$ cat config.mk
export PLATFORM = sky130hd
export DESIGN_NAME = websocket_frame_deframer_top
export DESIGN_NICKNAME = d
export VERILOG_FILES = /design/src/hdl/wsd_pkg.sv /design/src/hdl/wsd_in_stage.sv /design/src/hdl/wsd_parser.sv /design/src/hdl/wsd_out_reg.sv /design/src/hdl/websocket_frame_deframer_top.sv
export SDC_FILE = /design/constraint.sdc
export NUM_CORES = 1
export LEC_CHECK = 0
export BUFFER_PORTS_ARGS = -buffer_cell sky130_fd_sc_hd__buf_2
export CELL_PAD_IN_SITES_DETAIL_PLACEMENT = 1
export CELL_PAD_IN_SITES_GLOBAL_PLACEMENT = 1
export CORE_MARGIN = 2
export CORE_UTILIZATION = 50
export DETAILED_ROUTE_END_ITERATION = 6
export PLACE_DENSITY = 0.85
export SLEW_MARGIN = 20
export SYNTH_ARGS = -nofsm -noshare
export SYNTH_HDL_FRONTEND = slang
export SYNTH_SLANG_ARGS = --single-unit
$ cat constraint.sdc
create_clock -name clk -period 4.2 [get_ports clk]
set_input_delay 0.63 -clock clk [delete_from_list [all_inputs] [get_ports clk]]
set_output_delay 0.63 -clock clk [all_outputs]
set_load 0.005 [all_outputs]
$ cat src/hdl/wsd_pkg.sv
package wsd_pkg;

    localparam int unsigned BYTE_W   = 8;
    localparam int unsigned LEN_W    = 64;
    localparam int unsigned KEY_W    = 32;
    localparam int unsigned OPCODE_W = 4;
    localparam int unsigned CNT_W    = 3;

    localparam logic [OPCODE_W-1:0] OPC_TEXT   = 4'h1;
    localparam logic [OPCODE_W-1:0] OPC_BINARY = 4'h2;

    localparam logic [6:0] LEN7_EXT16 = 7'd126;
    localparam logic [6:0] LEN7_EXT64 = 7'd127;

    localparam logic [CNT_W-1:0] CNT_EXT16 = 3'd1;
    localparam logic [CNT_W-1:0] CNT_EXT64 = 3'd7;
    localparam logic [CNT_W-1:0] CNT_MASK  = 3'd3;

    typedef enum logic [4:0] {
        PH_HDR0    = 5'b00001,
        PH_HDR1    = 5'b00010,
        PH_EXTLEN  = 5'b00100,
        PH_MASK    = 5'b01000,
        PH_PAYLOAD = 5'b10000
    } phase_t;

    typedef struct packed {
        logic [BYTE_W-1:0] payload_byte;
        logic              has_byte;
        logic              frame_kind;
        logic              last_of_frame;
    } result_t;

endpackage

$ cat src/hdl/wsd_in_stage.sv
module wsd_in_stage (
    input  logic                       clk,
    input  logic                       rst_n,
    input  logic                       in_valid,
    output logic                       in_ready,
    input  logic [wsd_pkg::BYTE_W-1:0] data_byte,
    input  logic                       advance,
    output logic                       held_valid,
    output logic [wsd_pkg::BYTE_W-1:0] held_byte
);
    import wsd_pkg::*;

    logic              valid_reg;
    logic              valid_next;
    logic [BYTE_W-1:0] byte_reg;

    // stage frees up when empty or when its byte moves on this cycle
    assign in_ready   = !valid_reg || advance;
    assign valid_next = (in_valid && in_ready) || (valid_reg && !advance);

    always_ff @(posedge clk or negedge rst_n)
    begin
        if (!rst_n)
        begin
            valid_reg <= 1'b0;
        end
        else
        begin
            valid_reg <= valid_next;
        end
    end

    always_ff @(posedge clk)
    begin
        if (in_valid && in_ready)
        begin
            byte_reg <= data_byte;
        end
    end

    assign held_valid = valid_reg;
    assign held_byte  = byte_reg;

endmodule

$ cat src/hdl/wsd_parser.sv
module wsd_parser (
    input  logic                       clk,
    input  logic                       rst_n,
    input  logic                       step,
    input  logic [wsd_pkg::BYTE_W-1:0] data_byte,
    output logic                       res_valid,
    output wsd_pkg::result_t           res
);
    import wsd_pkg::*;

    phase_t              phase_reg,   phase_next;
    logic [CNT_W-1:0]    hdr_cnt_reg, hdr_cnt_next;
    logic [OPCODE_W-1:0] opcode_reg,  opcode_next;
    logic                mask_reg,    mask_next;
    logic [LEN_W-1:0]    remain_reg,  remain_next;
    logic [KEY_W-1:0]    key_reg,     key_next;
    logic [1:0]          key_idx_reg, key_idx_next;

    logic              is_data;
    logic [6:0]        len7;
    logic [LEN_W-1:0]  ext_len;
    logic [KEY_W-1:0]  key_shift;
    logic [BYTE_W-1:0] key_byte;

    assign is_data   = (opcode_reg == OPC_TEXT) || (opcode_reg == OPC_BINARY);
    assign len7      = data_byte[6:0];
    assign ext_len   = {remain_reg[LEN_W-BYTE_W-1:0], data_byte};
    assign key_shift = {key_reg[KEY_W-BYTE_W-1:0], data_byte};

    always_comb
    begin
        unique case (key_idx_reg)
            2'd0:    key_byte = key_reg[31:24];
            2'd1:    key_byte = key_reg[23:16];
            2'd2:    key_byte = key_reg[15:8];
            default: key_byte = key_reg[7:0];
        endcase
    end

    always_comb
    begin
        phase_next   = phase_reg;
        hdr_cnt_next = hdr_cnt_reg;
        opcode_next  = opcode_reg;
        mask_next    = mask_reg;
        remain_next  = remain_reg;
        key_next     = key_reg;
        key_idx_next = key_idx_reg;

        res_valid         = 1'b0;
        res.payload_byte  = '0;
        res.has_byte      = 1'b0;
        res.frame_kind    = (opcode_reg == OPC_BINARY);
        res.last_of_frame = 1'b1;

        unique case (phase_reg)
            PH_HDR1:
            begin
                mask_next = data_byte[7];
                if ((len7 == LEN7_EXT16) || (len7 == LEN7_EXT64))
                begin
                    remain_next  = '0;
                    hdr_cnt_next = (len7 == LEN7_EXT16) ? CNT_EXT16 : CNT_EXT64;
                    phase_next   = PH_EXTLEN;
                end
                else
                begin
                    remain_next = {{(LEN_W-7){1'b0}}, len7};
                    if (data_byte[7])
                    begin
                        key_next     = '0;
                        hdr_cnt_next = CNT_MASK;
                        phase_next   = PH_MASK;
                    end
                    else
                    begin
                        key_idx_next = '0;
                        if (len7 == 7'd0)
                        begin
                            phase_next = PH_HDR0;
                            res_valid  = is_data;
                        end
                        else
                        begin
                            phase_next = PH_PAYLOAD;
                        end
                    end
                end
            end

            PH_EXTLEN:
            begin
                remain_next = ext_len;
                if (hdr_cnt_reg == '0)
                begin
                    if (mask_reg)
                    begin
                        key_next     = '0;
                        hdr_cnt_next = CNT_MASK;
                        phase_next   = PH_MASK;
                    end
                    else
                    begin
                        key_idx_next = '0;
                        if (ext_len == '0)
                        begin
                            phase_next = PH_HDR0;
                            res_valid  = is_data;
                        end
                        else
                        begin
                            phase_next = PH_PAYLOAD;
                        end
                    end
                end
                else
                begin
                    hdr_cnt_next = hdr_cnt_reg - CNT_W'(1);
                end
            end

            PH_MASK:
            begin
                key_next = key_shift;
                if (hdr_cnt_reg == '0)
                begin
                    key_idx_next = '0;
                    if (remain_reg == '0)
                    begin
                        phase_next = PH_HDR0;
                        res_valid  = is_data;
                    end
                    else
                    begin
                        phase_next = PH_PAYLOAD;
                    end
                end
                else
                begin
                    hdr_cnt_next = hdr_cnt_reg - CNT_W'(1);
                end
            end

            PH_PAYLOAD:
            begin
                key_idx_next = key_idx_reg + 2'd1;
                remain_next  = remain_reg - LEN_W'(1);
                if (remain_reg == LEN_W'(1))
                begin
                    phase_next = PH_HDR0;
                end
                res_valid         = is_data;
                res.payload_byte  = data_byte ^ (mask_reg ? key_byte : '0);
                res.has_byte      = 1'b1;
                res.last_of_frame = (remain_reg == LEN_W'(1));
            end

            default:
            begin
                // header byte 0, also any phase code with no meaning
                opcode_next = data_byte[OPCODE_W-1:0];
                phase_next  = PH_HDR1;
            end
        endcase
    end

    always_ff @(posedge clk or negedge rst_n)
    begin
        if (!rst_n)
        begin
            phase_reg   <= PH_HDR0;
            hdr_cnt_reg <= '0;
            opcode_reg  <= '0;
            mask_reg    <= 1'b0;
            remain_reg  <= '0;
            key_reg     <= '0;
            key_idx_reg <= '0;
        end
        else if (step)
        begin
            phase_reg   <= phase_next;
            hdr_cnt_reg <= hdr_cnt_next;
            opcode_reg  <= opcode_next;
            mask_reg    <= mask_next;
            remain_reg  <= remain_next;
            key_reg     <= key_next;
            key_idx_reg <= key_idx_next;
        end
    end

endmodule

$ cat src/hdl/wsd_out_reg.sv
module wsd_out_reg (
    input  logic                       clk,
    input  logic                       rst_n,
    input  logic                       load,
    input  logic                       res_valid,
    input  wsd_pkg::result_t           res,
    output logic                       out_valid,
    input  logic                       out_ready,
    output logic [wsd_pkg::BYTE_W-1:0] payload_byte,
    output logic                       has_byte,
    output logic                       frame_kind,
    output logic                       last_of_frame
);
    import wsd_pkg::*;

    logic    valid_reg;
    logic    valid_next;
    result_t res_reg;

    // load only happens when the register is empty or being drained
    always_comb
    begin
        priority if (load)
        begin
            valid_next = res_valid;
        end
        else if (out_ready)
        begin
            valid_next = 1'b0;
        end
        else
        begin
            valid_next = valid_reg;
        end
    end

    always_ff @(posedge clk or negedge rst_n)
    begin
        if (!rst_n)
        begin
            valid_reg <= 1'b0;
        end
        else
        begin
            valid_reg <= valid_next;
        end
    end

    always_ff @(posedge clk)
    begin
        if (load && res_valid)
        begin
            res_reg <= res;
        end
    end

    assign out_valid     = valid_reg;
    assign payload_byte  = res_reg.payload_byte;
    assign has_byte      = res_reg.has_byte;
    assign frame_kind    = res_reg.frame_kind;
    assign last_of_frame = res_reg.last_of_frame;

endmodule

$ cat src/hdl/websocket_frame_deframer_top.sv
// websocket frame deframer: takes the received stream of a websocket connection one
// byte per transaction and parses each frame header (opcode, mask bit, 7-bit length,
// optional 16- or 64-bit big-endian extended length, optional 4-byte mask key); payload
// bytes are unmasked with a rotating key index and, for text and binary frames, given
// out one per result transaction with last_of_frame on the final one, while an empty
// text or binary frame gives a single result with has_byte low; other opcodes are
// consumed with no results. one byte is taken per cycle at full rate: a byte sits in an
// input register, is parsed by a single step of header/payload logic (the widest piece
// being the 64-bit length decrement and compare) and its result, if any, is written to
// an output register, so a result is presented from the output register once its byte has
// passed the input register and the parse step. while a result waits on the output with
// out_ready low, parsing stalls: the input register still takes one more byte, then
// in_ready stays low until the waiting result is taken.
module websocket_frame_deframer_top (
    input  logic                       clk,
    input  logic                       rst_n,
    // input byte stream
    input  logic                       in_valid,
    output logic                       in_ready,
    input  logic [wsd_pkg::BYTE_W-1:0] data_byte,
    // result stream
    output logic                       out_valid,
    input  logic                       out_ready,
    output logic [wsd_pkg::BYTE_W-1:0] payload_byte,
    output logic                       has_byte,
    output logic                       frame_kind,
    output logic                       last_of_frame
);
    import wsd_pkg::*;

    logic              held_valid;
    logic [BYTE_W-1:0] held_byte;
    logic              advance;
    logic              res_valid;
    result_t           res;

    // the held byte is parsed once the output register can take whatever it yields
    assign advance = held_valid && (!out_valid || out_ready);

    // input register
    wsd_in_stage u_in_stage (
        .clk        (clk),
        .rst_n      (rst_n),
        .in_valid   (in_valid),
        .in_ready   (in_ready),
        .data_byte  (data_byte),
        .advance    (advance),
        .held_valid (held_valid),
        .held_byte  (held_byte)
    );

    // frame state and per-byte step
    wsd_parser u_parser (
        .clk       (clk),
        .rst_n     (rst_n),
        .step      (advance),
        .data_byte (held_byte),
        .res_valid (res_valid),
        .res       (res)
    );

    // result register
    wsd_out_reg u_out_reg (
        .clk           (clk),
        .rst_n         (rst_n),
        .load          (advance),
        .res_valid     (res_valid),
        .res           (res),
        .out_valid     (out_valid),
        .out_ready     (out_ready),
        .payload_byte  (payload_byte),
        .has_byte      (has_byte),
        .frame_kind    (frame_kind),
        .last_of_frame (last_of_frame)
    );

endmodule
=== Yosys cells after proc, flatten, opt, wreduce, memory -nomap -nowiden ===
Index checks and enable logic that the tools add are counted.

* Add/subtract/negate cells: 3
* Multipliers: 0
* Div/mod/pow operators: 0
* Order comparisons: 0
* Eq/ne operators: 22
* Shifts and indexed selects: 0
* Mux-type cells: 44
* Bitwise logic cells: 2
* Reductions and logical operators: 29

{| class="wikitable"
|+ Operator list
! operator !! number
|-
| $pmux 64 s3 || 1
|-
| $logic_not 64->1 || 2
|-
| $mux 32 || 4
|-
| $pmux 32 s3 || 1
|-
| $eq 64x1->1 const B || 1
|-
| $sub 64x1->64 const B || 1
|-
| $mux 5 || 9
|-
| $pmux 8 s3 || 1
|-
| $pmux 5 s4 || 1
|-
| $mux 3 || 6
|-
| $eq 7x7->1 const B || 2
|-
| $mux 1 || 11
|-
| $mux 2 || 5
|-
| $ne 2x2->1 const B || 5
|-
| $pmux 3 s3 || 1
|-
| $mux 8 || 1
|-
| $ne 2x1->1 const B || 4
|-
| $pmux 2 s4 || 1
|-
| $xor 8x8->8 || 1
|-
| $logic_not 7->1 || 1
|-
| $mux 7 || 1
|-
| $reduce_and 7->1 || 1
|-
| $ne 3x2->1 const B || 2
|-
| $reduce_and 2->1 || 3
|-
| other kinds (24) || 34
|}

* Bits in registers: 132
* Latch bits: 0
* Memory bits (writable): 0
* Memory bits (read-only): 0
* Input port bits: 12
* Output and inout bits: 13
* Logic and storage cells: 114
* Memories kept: 0

=== Longest topological paths before layout ===
Gate-level depths: netlist of the first run.

* Word-level depth: 7
* Mapped depth: 10
* Depth with buffers taken out: 8

=== Modules after synthesis ===
A second synthesis of the first run with hierarchy kept.

* Cell total of the unflattened synthesis: 871
* Area total of the unflattened synthesis: 7,528.5 µm²

{| class="wikitable"
|+ Modules (own cells, without submodules)
! module !! instances !! cells each !! area each (µm²) !! seq. area each (µm²)
|-
| wsd_parser || 1 || 842 || 6,847.8 || 2,778.9
|-
| wsd_out_reg || 1 || 15 || 375.4 || 355.3
|-
| wsd_in_stage || 1 || 12 || 294.0 || 265.3
|-
| websocket_frame_deframer_top || 1 || 2 || 11.3 || 0.0
|}

=== Worst setup path after synthesis of the first run ===
Ideal clock, no wire load.

* Kind: flip-flop to flip-flop
* Start: reg u_parser.remain_reg[0]
* End: reg u_out_reg.res_reg, in the netlist u_out_reg.frame_kind, enable pin
* Setup time: 0.378 ns
* Data arrival time: 2.300 ns
* Data required time: 3.822 ns
* Path slack: 1.521 ns
* Stages on the path, launching flop included: 9
* Buffers on the path: 0
* Period minus slack after synthesis: 2.679 ns
* Cell sequence: dfrtp_1 inv_1 ha_1 nor3b_1 and2_1 nand2b_1 nor2_1 a31oi_1 nor2_1

* Word-level cells in the longest chain between the ends: 6
* Elaborated cells between the ends (all ways): 9
* Classes of those cells: mux (6); reduce/logical (3)

{| class="wikitable"
|+ RTL lines
! item !! line !! text
|-
| from (decl) || wsd_parser.sv:15 || <nowiki>logic [LEN_W-1:0] remain_reg, remain_next;</nowiki>
|-
| from (signal assigned) || wsd_parser.sv:185 || <nowiki>remain_reg <= remain_next;</nowiki>
|-
| $logic_not 64->1 || wsd_parser.sv:105 || <nowiki>if (ext_len == '0)</nowiki>
|-
| $mux 1 || wsd_parser.sv:105 ||
|-
| $mux 1 || wsd_parser.sv:96 || <nowiki>if (mask_reg)</nowiki>
|-
| $mux 1 || wsd_parser.sv:94 || <nowiki>if (hdr_cnt_reg == '0)</nowiki>
|-
| $pmux 1 s4 (*) || wsd_parser.sv:56 || <nowiki>unique case (phase_reg)</nowiki>
|-
| $logic_and 1x1->1 (*) || wsd_out_reg.sv:51 || <nowiki>if (load && res_valid)</nowiki>
|-
| to (signal assigned) || wsd_out_reg.sv:53 || <nowiki>res_reg <= res;</nowiki>
|-
| to (decl) || wsd_out_reg.sv:18 || <nowiki>result_t res_reg;</nowiki>
|}

Mark *: on every way between the ends. The rest lies on a longest branch, timed or not.
A chain may end at the register's enable or synchronous reset.

=== Worst setup path in the final report of the first run ===
* Start: reg u_parser.remain_reg[16]
* End: reg u_parser.remain_reg[61]

* Word-level cells in the longest chain between the ends: 2

{| class="wikitable"
|+ RTL lines
! item !! line !! text
|-
| $sub 64x1->64 || wsd_parser.sv:147 || <nowiki>remain_next = remain_reg - LEN_W'(1);</nowiki>
|-
| $pmux 64 s3 || wsd_parser.sv:56 ||
|}

No other way between the ends.

==> reports/results.txt, run 1 <==
The floorplan has 44 rows. After legalization and detailed placement, the total HPWL measured 15,500 um. The die is 126 um tall.

The tools report the number of max-slew violations in the final report as 0. The smallest clock period supported by the final layout is computed as 3.24 ns. The area of the core is 0.0145 mm^2, and the remaining max-slew budget at the tightest pin is 0.322. After the last flow step, the layout net total stands at 871. For the first-pass GRT wire length, the log shows 39,900 um. The largest single stage delay on the critical path is 0.79 ns.

The highest metal layer carrying signal wires in the routed design is met4. In this run the power spent charging and discharging nets is 1930 uW. Adding up every negative setup slack in the final design gives 0 ns. The most frequently used flop master after synthesis was sky130_fd_sc_hd__dfrtp_1. Synthesis produced a netlist whose cell count is 852.

The width of the chip works out to 126 um. Critical path endpoint category: a flop. The post-synth net total came out at 872. For the pin with the worst max-slew slack, the measured transition is 1.02 ns.

During I/O placement, the number of pins put on the boundary was 25. Counting flops with a built-in enable in the synthesized netlist gives 19. Final number of hold-violating endpoints: 0. Dividing the synthesized area by the synthesized cell count gives 8.74 um^2.

The async set-or-reset flop fraction in the synthesized netlist was 0.856. The vias after detailed routing was 7,035; the clock-pin transition on the worst setup and hold timing paths was 0.06 ns. The critical setup path kind is reg -> reg. The share of power burned in registers is 0.383. For the final clock skew, the log shows 0.00838 ns.

Type of element launching the critical path: a flop. The logs give 0.316 for the overall routing resource usage and 1,016 for the cell count after placement. The vias per cell is 6.71, and the number of diodes added for antenna fixing is 0. For the clock latency on the worst-skew pair, the log shows 0.44 ns. The average detailed-routed wire length per instance works out to 23.1 um. The placed instances occupy a cell area of 0.00768 mm^2.

The combinational power share came out at 0.298. The worst-case IR drop observed on VDD is 309 uV. The worst hold-check slack came out at 0.348 ns. The initial cell density of the core was 0.512.

Once detail routing completed, the nets flagged for antenna violations numbered 0. After detailed routing, the total wire length is 24,200 um. Fraction of layout cells with a size suffix above 1: 0.110. After the flow finishes, the layout carries non-filler instances totaling 1,048.

STA puts the critical path data required time at 4.54 ns. Setup violations remaining at the end of the flow were counted as 0. The flip-flop and latch count after synthesis works out to 132. The area added between synthesis and finish was 11.5%; the die area was 0.0159 mm^2. After detailed routing, the met2 layer carries 11,900 um of wire. The number of hold buffers added after cts was 0.

The logs give 0.00343 uW for the leakage power total and 0 for the count of instances resized after the clock tree is built. TritonCTS built the clock tree. Data on the critical path arrives at its endpoint at 3.58 ns. The cell area power density works out to 598 mW/mm^2. Violation count after the first detailed-route iteration: 788. The switching share of power was 0.388; the flip-flop count of the largest register after layout was 64. The final standard cell area without fillers is 0.00830 mm^2, and the number of global-route vias before repair is 7,295.

The wire length on met3 was 1350 um; the detailed-routing iteration count for the pre-antenna-repair pass was 5. The number of port buffers was 24. The largest individual stage delay along the critical path comes from the cell sky130_fd_sc_hd__nor4_1.

Entering global routing, the biggest net connects 77 pins. Setup repair after global routing left no endpoint under its margin. Of all nets on the critical path, the largest fanout is 16. The startpoint identified for the worst register-to-register timing path is u_parser.remain_reg[16]. The number of remaining DRC errors came out at 0. The portion of the clock cycle consumed by the worst path in the final layout was 0.770; the internal power component was 3040 uW.

The number of buffers created by CTS was 17. The signal on the critical path passes through nor4_1, nand4_2, nand2b_1, nor2_2, a32oi_1, o21ai_0. Buffers added to address setup during post-CTS repair amount to 0. In this run the worst setup path begins at u_parser.remain_reg[16]. The portion of total power attributed to the clock network was 0.319. CTS saw 132 sinks. For this run, the top clock speed supported by timing is 309 MHz.

The max-cap violation count is 0, and the placer congestion estimate is 0.900. For the global-route congestion overflow total, the log shows 0. Wire length the detailed router placed on met1: 10,500 um. The flow ran to the end, and the final reports show no timing, DRC or antenna violations. After synthesis the cells add up to 0.00745 mm^2. The logs give 0 for the initial antenna violation count and 66 for the number of distinct library cell variants in the gate-level netlist after synthesis. Classification of the worst-slack hold path: in -> async. The sequential cell area fraction in the yosys report is 0.456, and the buffer depth of the longest clock path is 2. Clock tree root driver cell: sky130_fd_sc_hd__clkbuf_16.

Yosys printed 0 warnings. Number of levels in the clock H-tree: 4.
## placed cells by master, fill, tap and decap left out, drive strengths merged, types with 5 or more instances in the layout
| master | instances |
|---|---|
| nor3 | 35 |
| clkinv | 6 |
| a21oi | 36 |
| nand4 | 12 |
| clkbuf | 18 |
| a32oi | 18 |
| edfxtp | 19 |
| xor2 | 9 |
| and3 | 10 |
| mux2i | 5 |
| inv | 50 |
| a22oi | 22 |
| a31oi | 19 |
| nand2b | 10 |
| a222oi | 8 |
| o2bb2ai | 5 |
| mux2 | 6 |
| dfrtp | 112 |
| nand2 | 56 |
| o21ai | 145 |
| nor2b | 5 |
| ha | 8 |
| or3 | 6 |
| nor2 | 65 |
| a22o | 5 |
| nand3 | 58 |
| buf | 39 |
| nor4 | 16 |
## worst max-delay path, delay by kind of cell (launching register included)
kind | cells | cell delay [ns]
AND/OR/NAND/NOR | 4 | 2.27
flip-flops | 1 | 0.41
AO/OA/AOI/OAI | 2 | 0.44
## logic make-up after synthesis
| kind of cell | count (synthesis) | synth area share |
|---|---|---|
| AO/OA/AOI/OAI | 287 | 0.238 |
| XOR/XNOR | 12 | 0.0141 |
| adder cells (fa/ha/maj) | 8 | 0.0134 |
| buffers and inverters | 109 | 0.0590 |
| flip-flops | 132 | 0.456 |
| multiplexers | 11 | 0.0168 |
| AND/OR/NAND/NOR | 293 | 0.202 |
## per-stage QoR
step | worst slack, ns | util | total power [uW]
floorplan | 1.52 | - | 2870
detailed placement | 1.06 | 0.529 | 3330
finish | 0.965 | 0.571 | 4960
global placement | 1.27 | 0.529 | 3210
CTS | 1.03 | 0.571 | 4940
global route | 0.802 | 0.571 | 5220
## power groups by stage
stage,sequential (uW),combinational (uW),clock [uW]
3_5_place_dp,1900,1430,0
6_report,1900,1480,1580
4_1_cts,1880,1460,1590
5_1_grt,1930,1640,1650
3_3_place_gp,1860,1350,0
2_1_floorplan,1760,1110,0
## cells in the mapped netlist, drive strengths merged, types with 3 or more instances
cell	count	share of area
o2bb2ai	5	0.0059
a222oi	8	0.011
a32oi	18	0.021
a22oi	22	0.022
nor3	35	0.024
dfrtp	112	0.38
buf	12	0.010
nand2b	10	0.0084
mux2	6	0.010
nor2	65	0.033
o21ai	145	0.097
nor2b	5	0.0042
ha	8	0.013
o211ai	4	0.0040
a221oi	3	0.0035
a21oi	36	0.024
mux2i	5	0.0067
xnor2	3	0.0035
or4	3	0.0030
a22o	5	0.0059
and3	10	0.0084
nand2	56	0.028
or3	6	0.0050
nand3	58	0.041
nand4	12	0.011
edfxtp	19	0.077
a31oi	19	0.016
nand3b	3	0.0030
nor4	16	0.019
inv	50	0.025
clkbuf	47	0.024
a21o	4	0.0040
and2	4	0.0034
xor2	9	0.011
## path summary, 6_finish.rpt
check / endpoint / slack, ns / depth (start not counted)
min in group clk: u_in_stage.held_byte[5] / 0.37 / 1
worst max-delay path: u_parser.remain_reg[61] / 0.96 / 6
worst min-delay path: u_parser.opcode_reg[0] / 0.35 / 1
max in group asynchronous: u_parser.remain_reg[46] / 2.91 / 2
worst max register to register: u_parser.remain_reg[61] / 0.96 / 6
worst min register to register: u_parser.remain_reg[60] / 0.53 / 1
## cell type report
type,count,area (um^2)
fill,1706,6230
clock buffer,18,429
tap,184,230
sequential,132,3400
inverter,50,188
timing repair buffer,39,235
clock inverter,14,186
multi-input combinational,611,3630
## metal layers
| metal | up-vias | track usage |
|---|---|---|
| met5 | - | 0 |
| met4 | 0 | 0.0899 |
| met3 | 42 | 0.0569 |
| met2 | 250 | 0.519 |
| met1 | 3603 | 0.431 |
| li1 | 3140 | - |
Note: power is estimated with default switching activity, not from simulation.
==> run 2: changes to the inputs <==
Settings changed: CORE_UTILIZATION 50 to 44, PLACE_DENSITY 0.85 to 0.79.
Clock period 4.2 ns to 2.83 ns, I/O delays scaled along.
==> run 2 against run 1 <==
  * Register-to-register slack worse by 0.85 ns
  * Cell area grew 4.2%
  * Routed wire length rose by 4.4%
  * Global-route usage down 2.7 points
  * Combinational power up 69%
  * First-iteration DRC count decreased by 27%
  * Core utilization is 4.9 points lower
  * Flip-flop and latch count unchanged
  * Largest cell class unchanged
  * Cell count grew 7.2%
  * Sequential power rose by 45%
  * Power increased by 48%
  * Fmax rose by 19%
==> reports/results.txt, run 2 (synthesized netlist as in run 1, its figures left out) <==
The run finished with clean final reports. The remaining max-slew budget at the tightest pin was 0.484 (+0.162). The shortest period the worst path allows works out to 2.71 ns (-0.524 ns). The tools report the combined area of the multi-input logic cells as 0.00363 mm^2 (about the same).

The area of all sequential standard cells is 0.00340 mm^2 (unchanged). Relative to the synthesized area, the layout overhead comes to 16.2%. For the number of fill cells in the layout, the log shows 1,959 (+15%). The clock latency on the worst-skew pair came out at 0.44 ns (about the same). For the critical path arrival, the log shows 3.04 ns (-0.54 ns).

The placer congestion estimate is 0.889 (-1.1%), and the largest net degree at the start of global routing is 80 (+3.9%). The first-pass GRT wire length came out at 40,800 um (+2.1%). The classification of the worst-slack hold path was in -> reg.

For the leakage power total, the log shows 0.00362 uW (+5.7%). The number of placed I/O pins is 25 (unchanged), and the cell area power density is 850 mW/mm^2 (+42%). The slew at the pin closest to its max-slew limit came out at 0.766 ns (-0.250 ns). In the layout the commonest cells are 142 x sky130_fd_sc_hd__o21ai_0, 112 x sky130_fd_sc_hd__dfrtp_1, 63 x sky130_fd_sc_hd__nor2_1, 57 x sky130_fd_sc_hd__nand3_1, 56 x sky130_fd_sc_hd__nand2_1. The violation count after the first detailed-route iteration was 579 (-27%). The type of element launching the critical path is a flop.

The number of endpoints failing setup at the final stage is 0 (unchanged). The portion of the clock cycle consumed by the worst path in the final layout came out at 0.958 (+0.188). The half-perimeter wire length of the detailed placement result is 16,800 um (+8.4%), and the number of nets with antenna violations after routing is 0 (unchanged). The average detailed-routed wire length per instance was 22.5 um (-2.5%); the final net count was 910 (+4.5%).

The clock-pin transition on the worst setup and hold timing paths was 0.06 ns (about the same); the number of clock sinks seen by CTS was 132 (unchanged). Setup repair after global routing left no endpoint under its margin. The width of the chip came out at 134 um (+6.4%).

TritonCTS built the clock tree. The run gives 7350 uW (+48%) as the power consumption. The number of global-route vias before repair is 7,625 (+4.5%). Flip-flop count of the largest register after layout: 64 (unchanged). The final number of hold-violating endpoints is 0 (unchanged).

The tree is rooted in a sky130_fd_sc_hd__clkbuf_16. For the cell row count, the log shows 47 (+6.8%). The number of diodes added for antenna fixing is 0 (unchanged). For the number of remaining DRC errors, the log shows 0 (unchanged). The initial antenna violation count was 0 (unchanged); the upper clock frequency limit was 369 MHz (+19%). The largest fanout on the critical path was 6 (-10). The die extent in y was 134 um (+6.4%); the initial cell density of the core was 0.449 (-0.0633). The final total negative setup slack was 0 ns (unchanged); the number of buffers created by CTS was 17 (unchanged). The vias after detailed routing came out at 7,305 (+3.8%). The required time of the critical path is 3.15 ns (-1.39 ns).

The run gives 2 (unchanged) as the buffer depth of the longest clock path. The commonest non-fill, non-tap cell in the layout was sky130_fd_sc_hd__o21ai_0. The logs give 0.0180 mm^2 (+13%) for the die area and 0.289 (-0.0270) for the overall routing resource usage. The global-route congestion overflow total was 0 (unchanged). The number of port buffers works out to 24 (unchanged). The critical setup path kind was reg -> reg. The final routed wirelength across all metal layers is 25,200 um (+4.4%), and the number of max-slew violations in the final report is 0 (unchanged).

The tools report the post-layout utilization of the core as 0.522 (-0.0495). STA classifies the critical path endpoint as a flop. The area of the core is 0.0166 mm^2 (+14%). The fraction of layout cells with a size suffix above 1 is 0.146 (+0.0362), and the detailed-routing iteration count for the pre-antenna-repair pass is 5 (unchanged).

The worst vdd rail ir drop was 564 uV (+83%); the vias per cell was 6.50 (-3.1%). Max-cap violation count: 0 (unchanged). The run gives 4 (unchanged) as the number of levels in the clock H-tree. The run gives 0.0142 ns (+0.00578 ns) as the final clock skew.
## run 2: cell count changes in the layout (fill, tap and decap cells not counted), moves of 4 or more
| cell | delta |
|---|---|
| sky130_fd_sc_hd__buf_4 | +32 |
| sky130_fd_sc_hd__buf_12 | +6 |
| sky130_fd_sc_hd__inv_6 | +6 |
| sky130_fd_sc_hd__bufinv_16 | -4 |
## run 2: final cells by class
class / instances / share of cell area
Inverter: 50 / 0.0217
Clock inverter: 12 / 0.0108
Clock buffer: 20 / 0.0529
Tap cell: 220 / 0.0318
Timing Repair Buffer: 78 / 0.0700
Sequential cell: 132 / 0.393
Multi-Input combinational cell: 611 / 0.420
## run 2: worst max-delay path: stages (launching register included)
cell	delay (ns)
sky130_fd_sc_hd__dfrtp_1	0.45
sky130_fd_sc_hd__nor4_4	0.32
sky130_fd_sc_hd__nand4_1	0.21
sky130_fd_sc_hd__or3_1	0.55
sky130_fd_sc_hd__o41ai_4	0.41
sky130_fd_sc_hd__and2_1	0.34
sky130_fd_sc_hd__mux2_4	0.33
## run 2: stage by stage
| stage | setup WS (ns) | cell area, um^2 | cells | hold WS (ns) |
|---|---|---|---|---|
| 6_report | 0.119 | 8650 | 1123 | 0.159 |
| 5_1_grt | 0.00582 | 8650 | 1123 | 0.147 |
| 4_1_cts | 0.0644 | 8650 | 1123 | 0.152 |
| 3_5_place_dp | 0.171 | 8090 | 1090 | 0.426 |
| 3_3_place_gp | 0.289 | 8090 | 1090 | 0.427 |
| 2_1_floorplan | 0.151 | 7450 | 852 | 0.129 |
## run 2: worst paths after layout
path / start / endpoint / slack (ns) / depth (start not counted)
max reg2reg: u_parser.remain_reg[37] / u_parser.phase_reg[3] / 0.12 / 6
max in group asynchronous: rst_n / u_parser.phase_reg[0] / 1.59 / 3
min reg2reg: u_parser.remain_reg[60] / u_parser.remain_reg[60] / 0.54 / 1
max: u_parser.remain_reg[37] / u_parser.phase_reg[3] / 0.12 / 6
min: data_byte[6] / u_in_stage.held_byte[6] / 0.16 / 1
min in group asynchronous: rst_n / u_parser.remain_reg[52] / 0.50 / 2
## run 2: what timing repair did
| action | 4_1_cts | 5_1_grt |
|---|---|---|
| resized for setup | 0 | 1 |
| endpoints found under the setup margin | 0 | 11 |
| hold buffers | 1 | 0 |
| endpoints found under the hold margin | 32 | 0 |
| buffers inserted | 0 | 0 |
## run 2: per-layer routing
layer	vias up	GRT usage	routed length, um
li1	3226	-	-
met1	3736	0.357	10300
met2	270	0.492	12800
met3	73	0.0506	1220
met4	0	0.138	878
met5	-	0	0
## run 2: where the power goes
group / total [uW] / internal [uW] / switching, uW
registers: 2750 / 2330 / 421
logic: 2500 / 899 / 1600
clock network: 2110 / 1190 / 924
==> run 3: changes to the inputs <==
Settings changed: ABC_AREA from default to 1, CORE_UTILIZATION 44 to 40, PLACE_DENSITY 0.79 to 0.76.
==> run 3 against run 2 <==
  * Cell area up 7.1%
  * Clock power rose by 17%
  * Clock skew decreased by 0.0012 ns
  * Routed wire length up 12%
  * Largest power group is now combinational logic
  * Register-to-register slack better by 0.21 ns
  * Hold slack worse by 0.00075 ns
  * Largest cell class unchanged
  * Fmax rose by 8.3%
  * Sequential power increased by 11%
  * Combinational power rose by 43%
  * Power increased by 24%
  * Highest routed layer unchanged
==> reports/results.txt, run 3 <==
The run finished with clean final reports. Cell area power density: 981 mW/mm^2 (+15%). For the critical path arrival, the log shows 2.63 ns (-0.41 ns). TritonCTS built the clock tree.

The mean area per synthesized cell is 7.02 um^2 (-20%), and the final number of hold-violating endpoints is 0 (unchanged). Register-to-register setup slack: 0.33 ns (+0.21 ns). The most frequently used flop master after synthesis is sky130_fd_sc_hd__dfrtp_1. The tools report the remaining max-slew budget at the tightest pin as 0.606 (+0.121).

The cell count of the worst reg-to-reg path is 11 (+5), and the wire length the detailed router placed on met1 is 12,400 um (+20%). The tools report the number of remaining DRC errors as 0 (unchanged). The startpoint identified for the worst register-to-register timing path is u_parser.remain_reg[24]. The average detailed-routed wire length per instance is 19.2 um (-15%), and the half-perimeter wire length of the detailed placement result is 19,900 um (+18%).

The tools report the area of all sequential standard cells as 0.00340 mm^2 (unchanged). The shortest period the worst path allows is 2.50 ns (-0.208 ns), and the area added between synthesis and finish is 13.0%. The worst hold path terminates at u_in_stage.held_byte[0]. The initial antenna violation count is 0 (unchanged). The library cells used most frequently in the layout, excluding fill and tap cells, are 302 x sky130_fd_sc_hd__nand2_1, 171 x sky130_fd_sc_hd__nor2_1, 112 x sky130_fd_sc_hd__dfrtp_1, 102 x sky130_fd_sc_hd__inv_1, 100 x sky130_fd_sc_hd__a21oi_1. The type of element launching the critical path is a flop.

The largest net degree at the start of global routing came out at 96 (+20%). The number of endpoints failing setup at the final stage was 0 (unchanged). The vias after detailed routing came out at 8,148 (+12%). For the cell count after placement, the log shows 1,436 (+32%).

Yosys attributes the largest share of cell area to sky130_fd_sc_hd__dfrtp_1 34%, sky130_fd_sc_hd__nand2_1 14%, sky130_fd_sc_hd__nor2_1 7.8%, sky130_fd_sc_hd__edfxtp_1 7.0%, sky130_fd_sc_hd__a21oi_1 6.1%. The number of max-slew violations in the final report was 0 (unchanged); the detailed-routed wire length on met2 was 14,000 um (+9.8%). For the leakage power total, the log shows 0.00409 uW (+13%). The required time of the critical path was 2.96 ns (-0.19 ns). The number of buffers created by CTS came out at 17 (unchanged). The first-pass GRT wire length came out at 45,500 um (+12%). The largest fanout on the critical path was 11 (+5); the number of levels in the clock H-tree was 4 (unchanged).

Slew at the pin closest to its max-slew limit: 0.592 ns (-0.175 ns). Final clock skew: 0.0129 ns (-0.00123 ns). The run gives 2 (unchanged) as the buffer depth of the longest clock path.

The hold-critical path depth came out at 1 (unchanged). The run gives 2,600 (+33%) as the number of fill cells in the layout. The flip-flop count of the largest register after layout came out at 64 (unchanged). The global-route congestion overflow total was 0 (unchanged). After synthesis, the most frequently instantiated cells are 303 x sky130_fd_sc_hd__nand2_1, 171 x sky130_fd_sc_hd__nor2_1, 112 x sky130_fd_sc_hd__dfrtp_1, 103 x sky130_fd_sc_hd__inv_1, 100 x sky130_fd_sc_hd__a21oi_1. The logs give 0 (unchanged) for the post-CTS setup buffer count and 0.44 ns (about the same) for the clock latency on the worst-skew pair.

The flip-flop and latch count after synthesis works out to 132 (unchanged). For the non-filler instance count after layout, the log shows 1,469 (+31%). The initial cell density of the core is 0.407 (-0.0424). The number of port buffers is 24 (unchanged). The die area came out at 0.0217 mm^2 (+20%). The final routed wirelength across all metal layers is 28,200 um (+12%).

The top cell type by total area after synthesis is sky130_fd_sc_hd__dfrtp_1. The run gives 916 um (-25%) as the wire length on met3. The worst hold path belongs to the class in -> reg. For the final total negative setup slack, the log shows 0 ns (unchanged). The number of enable-type register cells in the synthesized netlist works out to 19 (unchanged).

The detailed-routing iteration count for the pre-antenna-repair pass came out at 5 (unchanged). The run gives 0 (unchanged) as the Yosys warning count. The commonest non-fill, non-tap cell in the layout is sky130_fd_sc_hd__nand2_1. The cell sitting at the root of the clock tree is a sky130_fd_sc_hd__clkbuf_16.

The clock-pin transition on the worst setup and hold timing paths works out to 0.07 ns (about the same). The die extent in y is 147 um (+9.8%), and the violation count after the first detailed-route iteration is 488 (-16%). The logs give 403 uV (-29%) for the worst vdd rail ir drop and 8,456 (+11%) for the number of global-route vias before repair.

By startpoint and endpoint, the worst setup path is classified as reg -> reg. The tools report the final net count as 1,206 (+33%). The uppermost signal routing layer after detailed routing is met4. The width of the chip was 147 um (+9.8%).

Vias per cell: 5.55 (-15%). The number of standard cells after synthesis was 1,169 (+37%). Async set-or-reset flop fraction in the synthesized netlist: 0.856 (unchanged). The number of diodes added for antenna fixing is 0 (unchanged). The max-cap violation count came out at 0 (unchanged). The worst register-to-register path ends at u_out_reg.payload_byte[6].

The number of distinct library cell variants in the gate-level netlist after synthesis was 39 (-41%). The run gives 0 (unchanged) as the number of nets with antenna violations after routing. The logs give 0.270 (-0.0195) for the overall routing resource usage and 25 (unchanged) for the number of placed I/O pins. The tools report the origin of the worst min-delay path as data_byte[0]. The run gives 0.0202 mm^2 (+22%) as the area of the core.

sky130_fd_sc_hd__nand2_1 is the most common cell in the netlist. Area share of the largest cell type after synthesis: 0.342 (-0.0346). Sequential cell area fraction in the yosys report: 0.414 (-0.0420). The tools report the critical path endpoint category as a flop.

For the cell row count, the log shows 52 (+11%). The tools report the post-synth net total as 1,189 (+36%). Setup repair after global routing left no endpoint under its margin.

The fraction of layout cells with a size suffix above 1 was 0.0976 (-0.0486). Placer congestion estimate: 0.870 (-2.2%). The post-synth design cell area was 0.00820 mm^2 (+10%); the portion of the clock cycle consumed by the worst path in the final layout was 0.885 (-0.0736).

The run gives 132 (unchanged) as the number of clock sinks seen by CTS. The logs give 399 MHz (+8.3%) for the upper clock frequency limit and 0.00413 mm^2 (+14%) for the combined area of the multi-input logic cells.
run 3: per-stage QoR:
| stage | utilization | hold WS, ns | power, uW | setup slack (ns) | instance area (um^2) |
|---|---|---|---|---|---|
| final | 0.459 | 0.158 | 9090 | 0.327 | 9270 |
| after global routing | 0.459 | 0.143 | 9730 | 0.0785 | 9270 |
| after CTS | 0.459 | 0.147 | 9100 | 0.190 | 9260 |
| after detailed placement | 0.426 | 0.426 | 6580 | 0.295 | 8600 |
| after global placement | 0.426 | 0.420 | 6470 | 0.404 | 8600 |
| after floorplan | - | 0.129 | 5520 | 0.699 | 8200 |
run 3: worst max path at each step:
stage / start / endpoint / slack [ns] / cells past startpoint
after detailed placement: u_parser.remain_reg[24] / u_out_reg.payload_byte[0] / 0.29 / 11
after floorplan: u_parser.remain_reg[0] / u_out_reg.frame_kind / 0.70 / 12
after CTS: u_parser.remain_reg[24] / u_out_reg.payload_byte[6] / 0.19 / 11
final: u_parser.remain_reg[24] / u_out_reg.payload_byte[6] / 0.33 / 11
after global placement: u_parser.remain_reg[24] / u_out_reg.payload_byte[6] / 0.40 / 11
after global routing: u_parser.remain_reg[24] / u_out_reg.payload_byte[6] / 0.08 / 11
run 3: where the power goes:
part           internal (uW)  leakage, uW  switching, uW
Combinational           1100      0.00213           2470
Sequential              2430      0.00164            636
Clock                   1390     0.000321           1080
Total                   4910      0.00409           4180
run 3: worst max-delay path, stage by stage, from the launching register on:
cell	delay, ns
sky130_fd_sc_hd__dfrtp_1	0.46
sky130_fd_sc_hd__nor2_1	0.21
sky130_fd_sc_hd__nand2_1	0.11
sky130_fd_sc_hd__nor2_1	0.29
sky130_fd_sc_hd__nand2_1	0.17
sky130_fd_sc_hd__nor2_1	0.26
sky130_fd_sc_hd__nand4_1	0.14
sky130_fd_sc_hd__nand2_1	0.08
sky130_fd_sc_hd__nand2_1	0.06
sky130_fd_sc_hd__nand2_1	0.08
sky130_fd_sc_hd__nand2_1	0.11
sky130_fd_sc_hd__clkinvlp_4	0.22
run 3: layer usage:
metal  vias up  GRT usage
met5         -          0
met1      4003      0.343
met2       179      0.463
met4         0      0.100
li1       3914          -
met3        52     0.0438
run 3: cell families after synthesis:
group,count (synthesis),share of synthesized area
compound gates,249,0.172
xor+xnor,3,0.00320
fa+ha+maj,8,0.0122
buf+inv,163,0.0834
flops,132,0.414
simple gates,614,0.315
run 3: what timing repair did:
| action | 4_1_cts | 5_1_grt |
|---|---|---|
| gates resized for setup | 0 | 1 |
| hold buffers | 1 | 0 |
| endpoints found under the setup margin | 0 | 11 |
| endpoints found under the hold margin | 28 | 0 |
run 3: cell type report:
class | instances | area share
Multi-Input combinational cell | 874 | 0.445
Clock inverter | 13 | 0.0194
Sequential cell | 132 | 0.367
Timing Repair Buffer | 42 | 0.0321
Inverter | 119 | 0.0486
Tap cell | 270 | 0.0365
Clock buffer | 19 | 0.0513
